===== config.mk =====
export PLATFORM = sky130hd
export DESIGN_NAME = hkm_ctrl
export DESIGN_NICKNAME = d
export VERILOG_FILES = /design/src/hw/rtl/hkm_pkg.sv /design/src/hw/rtl/hkm_ctrl.sv
export SDC_FILE = /design/constraint.sdc
export NUM_CORES = 1
export LEC_CHECK = 0
export BUFFER_PORTS_ARGS = -buffer_cell sky130_fd_sc_hd__clkbuf_2
export CAP_MARGIN = 20
export CORE_AREA = 2 2 39 41
export DETAILED_ROUTE_END_ITERATION = 8
export DIE_AREA = 0 0 41 43
export PLACE_DENSITY = 0.62
export REMOVE_ABC_BUFFERS = 1
export SLEW_MARGIN = 25
export SYNTH_ARGS = -nofsm -noshare
export SYNTH_HDL_FRONTEND = slang
export SYNTH_SLANG_ARGS = --single-unit

===== constraint.sdc =====
create_clock -name clock -period 3.14 [get_ports clock]
set_input_delay 0.471 -clock clock [delete_from_list [all_inputs] [get_ports clock]]
set_output_delay 0.471 -clock clock [all_outputs]
set_load 0.005 [all_outputs]

===== src/hw/rtl/hkm_pkg.sv =====
//------------------------------------------------------------------------------
// hkm_pkg: shared types and constants of the k-way heap merge.
// Holds the key type, result kinds, phase, state and command codes, the status struct and the key compare.
//------------------------------------------------------------------------------
`default_nettype none
package hkm_pkg;

   localparam int MAX_STREAMS_DEF = 64;
   localparam int KEY_WORDS = 4;
   localparam int WORD_W = 64;
   localparam int KEY_W = KEY_WORDS * WORD_W;
   localparam int STREAM_W = 6;
   localparam int CNT_W = 7;
   localparam int KIND_W = 2;

   localparam logic [KIND_W-1:0] KIND_RECORD = 2'd0;
   localparam logic [KIND_W-1:0] KIND_DONE   = 2'd1;
   localparam logic [KIND_W-1:0] KIND_ERROR  = 2'd2;

   typedef logic [KEY_W-1:0] key_type;

   typedef enum logic [1:0] {
      PHASE_LOAD,
      PHASE_MERGE,
      PHASE_DONE
   } phase_type;

   // Controller states.
   typedef enum logic [3:0] {
      ST_IDLE,
      ST_UP_RD,
      ST_UP_WAIT,
      ST_UP_CMP,
      ST_LAST_RD,
      ST_LAST_WAIT,
      ST_DN_RD,
      ST_DN_WAIT,
      ST_DN_CMP,
      ST_TOP_RD,
      ST_TOP_WAIT,
      ST_OUT
   } state_type;

   // Datapath commands.
   typedef enum logic [3:0] {
      CMD_NONE,
      CMD_ACCEPT,
      CMD_UP_RD,
      CMD_UP_STEP,
      CMD_LAST_RD,
      CMD_LAST_SET,
      CMD_DN_RD,
      CMD_DN_STEP,
      CMD_TOP_RD,
      CMD_EMIT_TOP,
      CMD_EMIT_ERR,
      CMD_EMIT_DONE,
      CMD_SEND
   } cmd_type;

   // Status to the controller. The in_* fields and load_next describe the
   // item on offer; load_last describes the load position already reached.
   typedef struct packed {
      logic in_valid;
      logic in_ok;
      logic in_exh;
      logic load_last;
      logic load_next;
      phase_type phase;
      logic heap_empty;
      logic up_top;
      logic up_stop;
      logic dn_leaf;
      logic dn_stop;
      logic rsp_busy;
   } status_type;

   // Signed lexicographic compare: a not greater than b.
   function automatic logic key_le(key_type a, key_type b);
      logic [KEY_W-1:0] x;
      logic [KEY_W-1:0] y;
      x = a;
      y = b;
      for (int i = 0; i < KEY_WORDS; i++) begin
         x[KEY_W-1-i*WORD_W] = ~x[KEY_W-1-i*WORD_W];
         y[KEY_W-1-i*WORD_W] = ~y[KEY_W-1-i*WORD_W];
      end
      return x <= y;
   endfunction

endpackage
`default_nettype wire


===== src/hw/rtl/hkm_ctrl.sv =====
//------------------------------------------------------------------------------
// hkm_ctrl: sequencer of the heap merge.
// Steps sift-up and sift-down one heap level at a time through the datapath.
//------------------------------------------------------------------------------
`default_nettype none
module hkm_ctrl (
   input  wire logic              clock,
   input  wire logic              reset,
   input  wire hkm_pkg::status_type sts,
   output hkm_pkg::cmd_type       cmd
);

   hkm_pkg::state_type state_ff, state_in;

   // State register.
   always_ff @(posedge clock) begin
      if (reset) begin
         state_ff <= hkm_pkg::ST_IDLE;
      end else begin
         state_ff <= state_in;
      end
   end

   // Next state and command.
   always_comb begin
      state_in = state_ff;
      cmd = hkm_pkg::CMD_NONE;
      case (state_ff)
         hkm_pkg::ST_IDLE: begin
            if (sts.in_valid) begin
               cmd = hkm_pkg::CMD_ACCEPT;
               if (sts.phase == hkm_pkg::PHASE_DONE) begin
                  state_in = hkm_pkg::ST_OUT;
               end else if (!sts.in_ok) begin
                  state_in = hkm_pkg::ST_OUT;
               end else if (sts.phase == hkm_pkg::PHASE_LOAD) begin
                  if (!sts.in_exh) state_in = hkm_pkg::ST_UP_RD;
                  else if (sts.load_next) state_in = hkm_pkg::ST_TOP_RD;
               end else if (sts.in_exh) begin
                  state_in = hkm_pkg::ST_LAST_RD;
               end else begin
                  state_in = hkm_pkg::ST_DN_RD;
               end
            end
         end
         hkm_pkg::ST_UP_RD: begin
            if (sts.up_top) begin
               cmd = hkm_pkg::CMD_UP_STEP;
               state_in = sts.load_last ? hkm_pkg::ST_TOP_RD : hkm_pkg::ST_IDLE;
            end else begin
               cmd = hkm_pkg::CMD_UP_RD;
               state_in = hkm_pkg::ST_UP_WAIT;
            end
         end
         hkm_pkg::ST_UP_WAIT: state_in = hkm_pkg::ST_UP_CMP;
         hkm_pkg::ST_UP_CMP: begin
            cmd = hkm_pkg::CMD_UP_STEP;
            if (sts.up_stop) begin
               state_in = sts.load_last ? hkm_pkg::ST_TOP_RD : hkm_pkg::ST_IDLE;
            end else begin
               state_in = hkm_pkg::ST_UP_RD;
            end
         end
         hkm_pkg::ST_LAST_RD: begin
            cmd = hkm_pkg::CMD_LAST_RD;
            state_in = hkm_pkg::ST_LAST_WAIT;
         end
         hkm_pkg::ST_LAST_WAIT: begin
            cmd = hkm_pkg::CMD_LAST_SET;
            state_in = hkm_pkg::ST_DN_RD;
         end
         hkm_pkg::ST_DN_RD: begin
            cmd = hkm_pkg::CMD_DN_RD;
            state_in = hkm_pkg::ST_DN_WAIT;
         end
         hkm_pkg::ST_DN_WAIT: state_in = hkm_pkg::ST_DN_CMP;
         hkm_pkg::ST_DN_CMP: begin
            cmd = hkm_pkg::CMD_DN_STEP;
            state_in = (sts.dn_leaf || sts.dn_stop) ? hkm_pkg::ST_TOP_RD : hkm_pkg::ST_DN_RD;
         end
         hkm_pkg::ST_TOP_RD: begin
            cmd = hkm_pkg::CMD_TOP_RD;
            state_in = hkm_pkg::ST_TOP_WAIT;
         end
         hkm_pkg::ST_TOP_WAIT: begin
            cmd = hkm_pkg::CMD_EMIT_TOP;
            state_in = hkm_pkg::ST_OUT;
         end
         hkm_pkg::ST_OUT: begin
            // Hand the result on once the output register is free.
            if (!sts.rsp_busy) begin
               cmd = hkm_pkg::CMD_SEND;
               state_in = hkm_pkg::ST_IDLE;
            end
         end
         default: state_in = hkm_pkg::ST_IDLE;
      endcase
   end

endmodule
`default_nettype wire


# Yosys cells after proc, flatten, opt, wreduce, memory -nomap -nowiden

Cells that the tools add are included.

Eq/ne operators: 15
Mux-type cells: 17
Reductions and logical operators: 4

Operators by type and width:

| kind                                                                   | number |
|---|---|
| 4-bit 2-to-1 mux                                                       | 12 |
| 4-bit case mux with 12 select lines                                    | 1 |
| 4-bit case mux with 10 select lines                                    | 1 |
| 4-bit by 3-bit equality test with 1-bit output (second input constant) | 4 |
| 4-bit equality test (second input constant)                            | 4 |
| 4-bit by 2-bit equality test with 1-bit output (second input constant) | 2 |
| 6-bit != test (second input constant)                                  | 1 |
| 4-bit by 1-bit equality test with 1-bit output (second input constant) | 1 |
| 4-bit logical NOT                                                      | 1 |
| 2-bit != test (second input constant)                                  | 2 |
| 3-bit AND reduction                                                    | 1 |
| 2-bit equality test (second input constant)                            | 1 |
| 2-bit logical NOT                                                      | 1 |
| 1-bit 2-to-1 mux                                                       | 2 |
| 2-bit 2-to-1 mux                                                       | 1 |
| 1-bit logical OR                                                       | 1 |

Bits in registers: 4
Input bits: 15
Output and inout port bits: 4
Logic and storage cells: 37

# Depth between registers and ports, before layout

Gate-level depths: netlist of the first run.

Depth in word-level cells: 7
Mapped depth: 6
Gate-level depth less buffers: 5

# Worst setup path before layout of the first run

Ideal clock, no wire load.

Path kind: reg2out
Start: register state_ff[2]
End: output cmd[2]
Arrival time: 0.964 ns
Required time: 2.669 ns
Setup slack: 1.705 ns
Cell stages (with the launch flop): 5
Buffers on the path: 2
Cell sequence: dfxtp_1 > buf_2 > buf_2 > mux2i_1 > o221ai_1

Cells in the longest elaborated chain, start to end: 2
Elaborated cells on any way between the ends: 11

Ends and longest elaborated chain:

| element                                           | line           | source |
|---|---|---|
| start: declaration                                | hkm_ctrl.sv:13 | `hkm_pkg::state_type state_ff, state_in;` |
| start signal: assignment                          | hkm_ctrl.sv:18 | `state_ff <= hkm_pkg::ST_IDLE;` |
| start signal: assignment                          | hkm_ctrl.sv:20 | `state_ff <= state_in;` |
| 4-bit equality test, or another cell as far along | hkm_ctrl.sv:28 | `case (state_ff)` |
| 4-bit case mux with 10 select lines (*)           | hkm_ctrl.sv:28 |  |
| end: declaration                                  | hkm_ctrl.sv:10 | `output hkm_pkg::cmd_type cmd` |

Every way passes the cells marked *; elsewhere a longest branch is shown, timed or not.

# Worst setup path in the final report of the first run

Start: register state_ff[3]
End: output cmd[2]

The elaborated chain is that of the path after synthesis.

==> impl_metrics.tcl, run 1 <==
set metrics [dict create \
    status "completed" \
    cts_sinks 4 \
    path_class "register to primary output" \
    sw_frac_of_total_pct 46.7 \
    power_density_nw_per_um2 824 \
    dpl_cell_area_um2 576 \
    slew_violations 0 \
    fp.dieArea_um2 1760 \
    worst_pin_slew_ns 0.599 \
    die_y_um 43 \
    synthMuxAreaShare_pct 1.93 \
    initial_core_util_pct 37.4 \
    synthToLayoutAreaGrowth_pct 15.5 \
    worst_setup_path_end_kind "primary output" \
    grt_max_degree 18 \
    synth-simple-area-share_pct 22.0 \
    clkLatencyLatePin_ns 0.23 \
    timing.fmax_mhz 481 \
    critPathArrivalTime_ns 1.61 \
    drt_iter0_drc 9 \
    grt_overflow 0 \
    synthTopCellsByCount "nor2_1, nand2_1, o21ai_0" \
    combPwrFrac_pct 59.3 \
    cts_tree "built" \
    rows 14 \
    async_reset_ff_share_pct 0 \
    setup_viol 0 \
    gr-usage-all-layers_pct 16.0 \
    p_clk_share_pct 12.2 \
    synth_compound_gate_area_share_pct 48.3 \
    yosysMostFrequentCell "nor2_1" \
    cell_internal_pwr_w 0.000263 \
    ant_nets 0 \
    ir_drop_v 0.000375 \
    core_region_area_um2 1380 \
    totalWireLength_mm 1.24 \
    fin_area_um2 598 \
    grt_pass1_wl_mm 2.03 \
    gp_congestion 0.847 \
    ctsHtreeMaxLevel 1 \
    nFillCells 159 \
    hold_viol_final 0 \
    yosys_warnings 0 \
    final_nets 103 \
    numCtsBuffers 3 \
    root_buffer "clkbuf_4" \
    min_period_over_period_pct 66.2 \
    final_util_pct 43.2 \
    grt_pass1_vias 513 \
    synthesis.area_um2 518 \
    p_switching_w 0.000230 \
    dp_hpwl_um 951 \
    drive_above_1_share_pct 32.6 \
    startpoint_type "register" \
    cts-resized-gates 0 \
    yosys-top-cells-area "dfxtp_1, o21ai_0, nor2_1" \
    antenna_cells 0 \
    clkTransAtPathRegs_ns 0.04 \
    hold_class "primary input to register" \
    viasPerCell 5.79 \
    synth_fa_ha_area_share_pct 0 \
    drc 0 \
    die_w_um 41 \
    largest_reg_flops 4 \
    layout_min_cycle_time_ns 2.08 \
    p_seq_share_pct 28.6 \
    drt_pre_antenna_iters 4 \
    wl_per_cell_um 12.1 \
    synthCells 72 \
    synth-xor-area-share_pct 0 \
    synth.ff_latch_count 4 \
    relSlewSlack_pct 60.0 \
    antenna_found_initial 0 \
    tns_ns 0 \
    cts_post_setup_buffers_inserted 0 \
    grt_setup_unrepaired "no" \
    required_ns 2.67 \
    ctsHoldBuffers 0 \
    yosysTopAreaCell "dfxtp_1" \
    skew_ns 0.00275 \
    synth_top_family_by_area "compound AO/OA/AOI/OAI gates" \
    synth_cell_types 37 \
    critical_path.max_fanout 11 \
    reg_top3 "state_ff x4" \
    synth_ff_type "dfxtp_1" \
    port_buffers 17 \
    clk_path_buf_depth 2 \
    post_synth.cell_area_avg_um2 7.19 \
    p_leak_nw 0.236 \
    vias 591 \
    top_register "state_ff" \
    pin_count 19 \
    yosysSeqAreaShare_pct 15.5 \
    yosysTopAreaCellShare_pct 15.5 \
    synth_edf_count 0 \
    max-cap-violations 0 \
]
## layer usage
metal	global-route usage, %	wire length [um]	vias up
met1	22.8	612	266
li1	-	-	308
met3	1.57	54	0
met4	4.00	0	0
met2	24.7	569	17
met5	0	0	-
## per-stage QoR
stage               hold WS, ns  total power [W]  cells  setup slack (ns)
finish                    0.488         0.000493    102              1.06
global route              0.486         0.000543    102             0.951
CTS                       0.478         0.000497    102              1.08
detailed placement        0.674         0.000431     99              1.34
global placement          0.676         0.000432     99              1.34
floorplan                 0.540         0.000341     66              1.62
## area by class of cell
| class | count | area, um2 | area share [%] |
|---|---|---|---|
| clock buffer | 3 | 22.5 | 3.77 |
| inverter | 3 | 16.3 | 2.72 |
| multi-input combinational | 59 | 374 | 62.6 |
| sequential | 4 | 80.1 | 13.4 |
| tap | 16 | 20.0 | 3.35 |
| timing repair buffer | 17 | 85.1 | 14.2 |
## kinds of logic after synthesis
family | after synthesis
compound gates | 33
simple gates | 25
buf+inv | 9
flops | 4
mux | 1
## final timing paths
path / cells after the start / startpoint / slack (ns) / endpoint
worst max-delay path: 5 / state_ff[3] / 1.06 / cmd[2]
worst min register to register: 1 / state_ff[1] / 0.68 / state_ff[3]
worst max register to register: 5 / state_ff[2] / 1.51 / state_ff[1]
worst min-delay path: 2 / reset / 0.49 / state_ff[1]
## critical path: stages (launching register included)
cell,delay [ns]
dfxtp_1,0.62
inv_6,0.07
nor2_1,0.24
mux2i_1,0.11
o221ai_1,0.19
clkbuf_2,0.14
## power by group through the flow
stage	clock [W]	combinational, W	sequential, W
2_1_floorplan	0	0.000219	0.000122
3_3_place_gp	0	0.000293	0.000139
5_1_grt	0.0000661	0.000329	0.000148
3_5_place_dp	0	0.000293	0.000139
6_report	0.0000601	0.000292	0.000141
4_1_cts	0.0000643	0.000294	0.000138
## layout by cell type, fill, tap and decap left out, types with 2 or more instances in the layout
cell | synthesis | layout
clkbuf_4 | 0 | 3
dfxtp_1 | 4 | 4
clkbuf_2 | 0 | 17
o21ai_0 | 8 | 8
o2bb2ai_1 | 3 | 3
a21oi_1 | 4 | 4
o21ai_2 | 2 | 2
nand2_1 | 8 | 8
nor2_1 | 10 | 10
Note: power is estimated with default switching activity, not from simulation.
==> run 2: changes to the inputs <==
--- a/config.mk
+++ b/config.mk
@@ -10,7 +10,7 @@
 export CORE_AREA = 2 2 39 41
 export DETAILED_ROUTE_END_ITERATION = 8
 export DIE_AREA = 0 0 41 43
-export PLACE_DENSITY = 0.62
+export PLACE_DENSITY = 0.65
 export REMOVE_ABC_BUFFERS = 1
 export SLEW_MARGIN = 25
 export SYNTH_ARGS = -nofsm -noshare
==> constraint.sdc (replaced) <==
create_clock -name clock -period 1.9 [get_ports clock]
set_input_delay 0.285 -clock clock [delete_from_list [all_inputs] [get_ports clock]]
set_output_delay 0.285 -clock clock [all_outputs]
set_load 0.005 [all_outputs]
==> run 2 against run 1 <==
Compared with the run above: die area stayed put; hold slack got worse by 0.21 ns; clock skew about the same; design area increased by 2.9%; clock power rose by 65%; power up 72%; global-route usage rose by 0.52 points; first-iteration DRC count increased by 33%; combinational power increased by 85%; core utilization up 1.3 points; cell count increased by 2.0%; critical path type unchanged; highest routed layer is now met4.
==> impl_metrics.tcl, run 2 (synthesized netlist as in run 1, its figures left out) <==
set metrics [dict create \
    status "completed" \
    clkLatencyLatePin_ns 0.23 \
    critical_path.max_fanout 11 \
    grt_setup_unrepaired "no" \
    fin_ws_ns 0.164 \
    grt_pass1_vias 494 \
    drive_above_1_share_pct 36.4 \
    cts_sinks 4 \
    cts-resized-gates 0 \
    die_y_um 43 \
    grt_overflow 0 \
    max-cap-violations 0 \
    gr-usage-all-layers_pct 16.5 \
    reg2regPathDepth 4 \
    highest_layer "met4" \
    timing.fmax_mhz 576 \
    holdPathEnd "state_ff[1]" \
    ir_drop_v 0.000690 \
    ctsHoldBuffers 0 \
    wl_met2_um 601 \
    nFillCells 155 \
    viasPerCell 5.73 \
    top_register "state_ff" \
    largest_reg_flops 4 \
    clkTransAtPathRegs_ns 0.03 \
    pin_count 19 \
    met1_length_um 603 \
    critPathArrivalTime_ns 1.45 \
    worst_setup_path_end_kind "primary output" \
    drc 0 \
    timing.rr.end "state_ff[3]" \
    antenna_cells 0 \
    grt_pass1_wl_mm 2.04 \
    layout_common_cells "clkbuf_2, nor2_1, o21ai_0, nand2_1, a21oi_1" \
    worst_pin_slew_ns 0.384 \
    drt_pre_antenna_iters 4 \
    clk_path_buf_depth 2 \
    cts_tree "built" \
    dr_wl_met3_um 49 \
    final_nets 105 \
    r2r_start "state_ff[1]" \
    initial_core_util_pct 37.4 \
    p_leak_nw 0.247 \
    hold_viol_final 0 \
    final_common_cell "clkbuf_2" \
    tns_ns 0 \
    startpoint_type "register" \
    dp_hpwl_mm 1.01 \
    reg_top3 "state_ff x4" \
    layout_min_cycle_time_ns 1.74 \
    rows 14 \
    cts_post_setup_buffers_inserted 0 \
    gp_congestion 0.834 \
    wl_per_cell_um 12.1 \
    synthToLayoutAreaGrowth_pct 18.8 \
    fp.dieArea_um2 1760 \
    skew_ns 0.00239 \
    place_worst_setup_slack_ns 0.272 \
    min_period_over_period_pct 91.4 \
    drt_iter0_drc 12 \
    core_region_area_um2 1380 \
    setup_viol 0 \
    ant_nets 0 \
    min_from "reset" \
    vias 596 \
    hold_depth 2 \
    grt_max_degree 12 \
    slew_violations 0 \
    required_ns 1.62 \
    antenna_found_initial 0 \
    ctsHtreeMaxLevel 1 \
    r2r_setup_slack_ns 0.48 \
    relSlewSlack_pct 73.7 \
    dpl_cell_area_um2 591 \
    power_density_nw_per_um2 1380 \
    die_w_um 41 \
    fin_area_um2 616 \
    hold_class "primary input to register" \
    numCtsBuffers 3 \
    port_buffers 17 \
    root_buffer "clkbuf_4" \
    totalWireLength_mm 1.26 \
    path_class "register to primary output" \
]
==> run 2: cell count changes in the layout (fill, tap and decap cells not counted) <==
cell,delta
buf_4,+2
dfxtp_1,-2
dfxtp_2,+2
==> run 2: power by group <==
part           total [W]  internal, W  leakage, nW  switching (W)
clock network  0.0000993    0.0000702       0.0138      0.0000291
registers       0.000208     0.000121       0.0337      0.0000865
logic           0.000541     0.000265        0.200       0.000276
total           0.000848     0.000456        0.247       0.000392
==> run 2: worst max-delay path, cell delays in order (launching register included) <==
cell and delay [ns]:
dfxtp_2 0.47, inv_6 0.07, nor2_1 0.23, mux2i_1 0.11, o221ai_1 0.20, clkbuf_2 0.15
==> run 2: area by class of cell <==
cell class	count	area, um2	area share, %
inverter	3	16.3	2.64
tap	16	20.0	3.25
sequential	4	82.6	13.4
timing repair buffer	19	100	16.3
clock buffer	3	22.5	3.66
multi-input combinational	59	374	60.8
==> run 2: metrics by stage <==
step	hold WS [ns]	util (%)	power, W	std cells
floorplan	0.354	-	0.000564	66
global placement	0.523	42.7	0.000742	101
finish	0.278	44.5	0.000848	104
global route	0.290	44.5	0.000940	104
detailed placement	0.528	42.7	0.000745	101
CTS	0.285	44.3	0.000850	104
==> run 2: worst max-delay path by stage <==
stage	startpoint	endpoint	slack (ns)	cells after the start
final	state_ff[3]	cmd[2]	0.16	5
after global placement	state_ff[3]	cmd[2]	0.30	5
after global routing	state_ff[3]	cmd[2]	0.09	5
after floorplan	state_ff[2]	state_ff[0]	0.52	5
after detailed placement	state_ff[3]	cmd[2]	0.27	5
after CTS	state_ff[3]	cmd[2]	0.02	5
==> run 2: routing by layer <==
layer  vias up  GRT usage (%)
met4         0           6.00
li1        311              -
met5         -              0
met1       270           25.5
met2        13           23.8
met3         2              0
==> run 3: changes to the inputs <==
--- a/config.mk
+++ b/config.mk
@@ -10,8 +10,10 @@
 export CORE_AREA = 2 2 39 41
 export DETAILED_ROUTE_END_ITERATION = 8
 export DIE_AREA = 0 0 41 43
+export GPL_TIMING_DRIVEN = 0
 export PLACE_DENSITY = 0.65
 export REMOVE_ABC_BUFFERS = 1
+export SETUP_SLACK_MARGIN = 0.2
 export SLEW_MARGIN = 25
 export SYNTH_ARGS = -nofsm -noshare
 export SYNTH_HDL_FRONTEND = slang
==> run 3 against run 2 <==
Compared with the run above: clock-buffer cell count is the same; sequential share of layout area grew 1.6 points; critical path type unchanged; critical path depth shrank 1; design area is the same; core utilization is the same; register-to-register slack gained 0.13 ns; power grew 0.29%; cell count shrank 1.9%; largest power group unchanged; clock skew is essentially flat; clock power is essentially flat; wire length shrank 1.3%; sequential cell count is the same.
==> impl_metrics.tcl, run 3 (synthesized netlist as in run 1, its figures left out) <==
set metrics [dict create \
    cts-resized-gates 6 \
    r2r_start "state_ff[2]" \
    largest_reg_flops 4 \
    final_nets 103 \
    numCtsBuffers 3 \
    wl_per_cell_um 12.2 \
    fin_area_um2 616 \
    cts_sinks 4 \
    finalPower_w 0.000851 \
    viasPerCell 5.84 \
    gr-usage-all-layers_pct 17.5 \
    core_region_area_um2 1380 \
    max-cap-violations 0 \
    sw_frac_of_total_pct 46.3 \
    grt_pass1_wl_mm 2.12 \
    grt_max_degree 18 \
    slew_violations 0 \
    grt_overflow 0 \
    cts_tree "built" \
    clkLatencyLatePin_ns 0.23 \
    combPwrFrac_pct 58.4 \
    ctsHtreeMaxLevel 1 \
    relSlewSlack_pct 74.0 \
    grt_pass1_vias 503 \
    port_buffers 17 \
    root_buffer "clkbuf_4" \
    p_leak_nw 0.240 \
    startpoint_type "register" \
    hold_viol_final 0 \
    power_density_nw_per_um2 1380 \
    layout_min_cycle_time_ns 1.58 \
    rows 14 \
    timing.rr.end "state_ff[1]" \
    ant_nets 0 \
    totalWireLength_mm 1.25 \
    dp_hpwl_um 952 \
    gp_congestion 0.825 \
    p_seq_share_pct 29.9 \
    p_clk_share_pct 11.7 \
    final_common_cell "clkbuf_2" \
    skew_ns 0.00204 \
    pin_count 19 \
    dpl_cell_area_um2 576 \
    ir_drop_v 0.000716 \
    final_util_pct 44.5 \
    reg_top3 "state_ff x4" \
    tns_ns 0 \
    synthToLayoutAreaGrowth_pct 18.8 \
    critical_path.max_fanout 11 \
    cts_post_setup_buffers_inserted 0 \
    drt_pre_antenna_iters 4 \
    grt_setup_unrepaired "no" \
    die_y_um 43 \
    reg2regPathDepth 5 \
    setup_viol 0 \
    critPathArrivalTime_ns 1.30 \
    r2r_setup_slack_ns 0.61 \
    timing.fmax_mhz 632 \
    vias 596 \
    hold_class "primary input to register" \
    clk_path_buf_depth 2 \
    antenna_cells 0 \
    ctsHoldBuffers 0 \
    worst_pin_slew_ns 0.381 \
    hold_depth 2 \
    cell_internal_pwr_w 0.000456 \
    worst_setup_path_end_kind "primary output" \
    holdPathEnd "state_ff[1]" \
    min_from "reset" \
    drt_iter0_drc 9 \
    required_ns 1.62 \
    antenna_found_initial 0 \
    layout_common_cells "clkbuf_2, nor2_1, o21ai_0, nand2_1, a21oi_1" \
    top_register "state_ff" \
    status "completed" \
    clkTransAtPathRegs_ns 0.03 \
    initial_core_util_pct 37.4 \
    die_w_um 41 \
    drc 0 \
    p_switching_w 0.000394 \
    fp.dieArea_um2 1760 \
    drive_above_1_share_pct 39.5 \
    min_period_over_period_pct 83.2 \
    path_class "register to primary output" \
]
[run 3: area by class of cell]
type | count | area, um2
Tap cell | 16 | 20.0
Inverter | 3 | 16.3
Multi-Input combinational cell | 59 | 379
Timing Repair Buffer | 17 | 85.1
Fill cell | 154 | 768
Clock buffer | 3 | 22.5
Sequential cell | 4 | 92.6
[run 3: how the worst max path moves through the flow]
stage | startpoint | endpoint | slack (ns) | depth (start not counted)
finish | state_ff[0] | cmd[2] | 0.32 | 4
global route | state_ff[2] | cmd[3] | 0.20 | 4
CTS | state_ff[3] | cmd[2] | 0.25 | 5
detailed placement | state_ff[3] | cmd[2] | 0.27 | 5
global placement | state_ff[3] | cmd[2] | 0.28 | 5
floorplan | state_ff[2] | state_ff[0] | 0.52 | 5
[run 3: routing by layer]
layer | share of wire [%] | wire [um] | global-route usage [%]
met2 | 47 | 591 | 25.9
met4 | 0.16 | 2 | 8.00
met5 | 0 | 0 | 0
met3 | 3.8 | 47 | 3.14
met1 | 49 | 606 | 23.5
[run 3: power groups by stage]
| stage | combinational, W | sequential [W] | clock (W) |
|---|---|---|---|
| after global routing | 0.000558 | 0.000271 | 0.000121 |
| after global placement | 0.000486 | 0.000233 | 0 |
| after CTS | 0.000492 | 0.000241 | 0.000104 |
| after floorplan | 0.000362 | 0.000202 | 0 |
| after detailed placement | 0.000488 | 0.000232 | 0 |
| final | 0.000496 | 0.000255 | 0.0000996 |
[run 3: per-stage QoR]
step | worst slack, ns | std cells | hold WS (ns)
floorplan | 0.519 | 66 | 0.354
finish | 0.319 | 102 | 0.275
detailed placement | 0.275 | 99 | 0.523
global route | 0.202 | 102 | 0.267
global placement | 0.277 | 99 | 0.524
CTS | 0.251 | 102 | 0.273
[run 3: critical path, cell delays in order, from the launching register on]
cell	delay (ns)
dfxtp_2	0.45
and2_4	0.24
nand2_1	0.06
o221ai_1	0.17
clkbuf_2	0.15
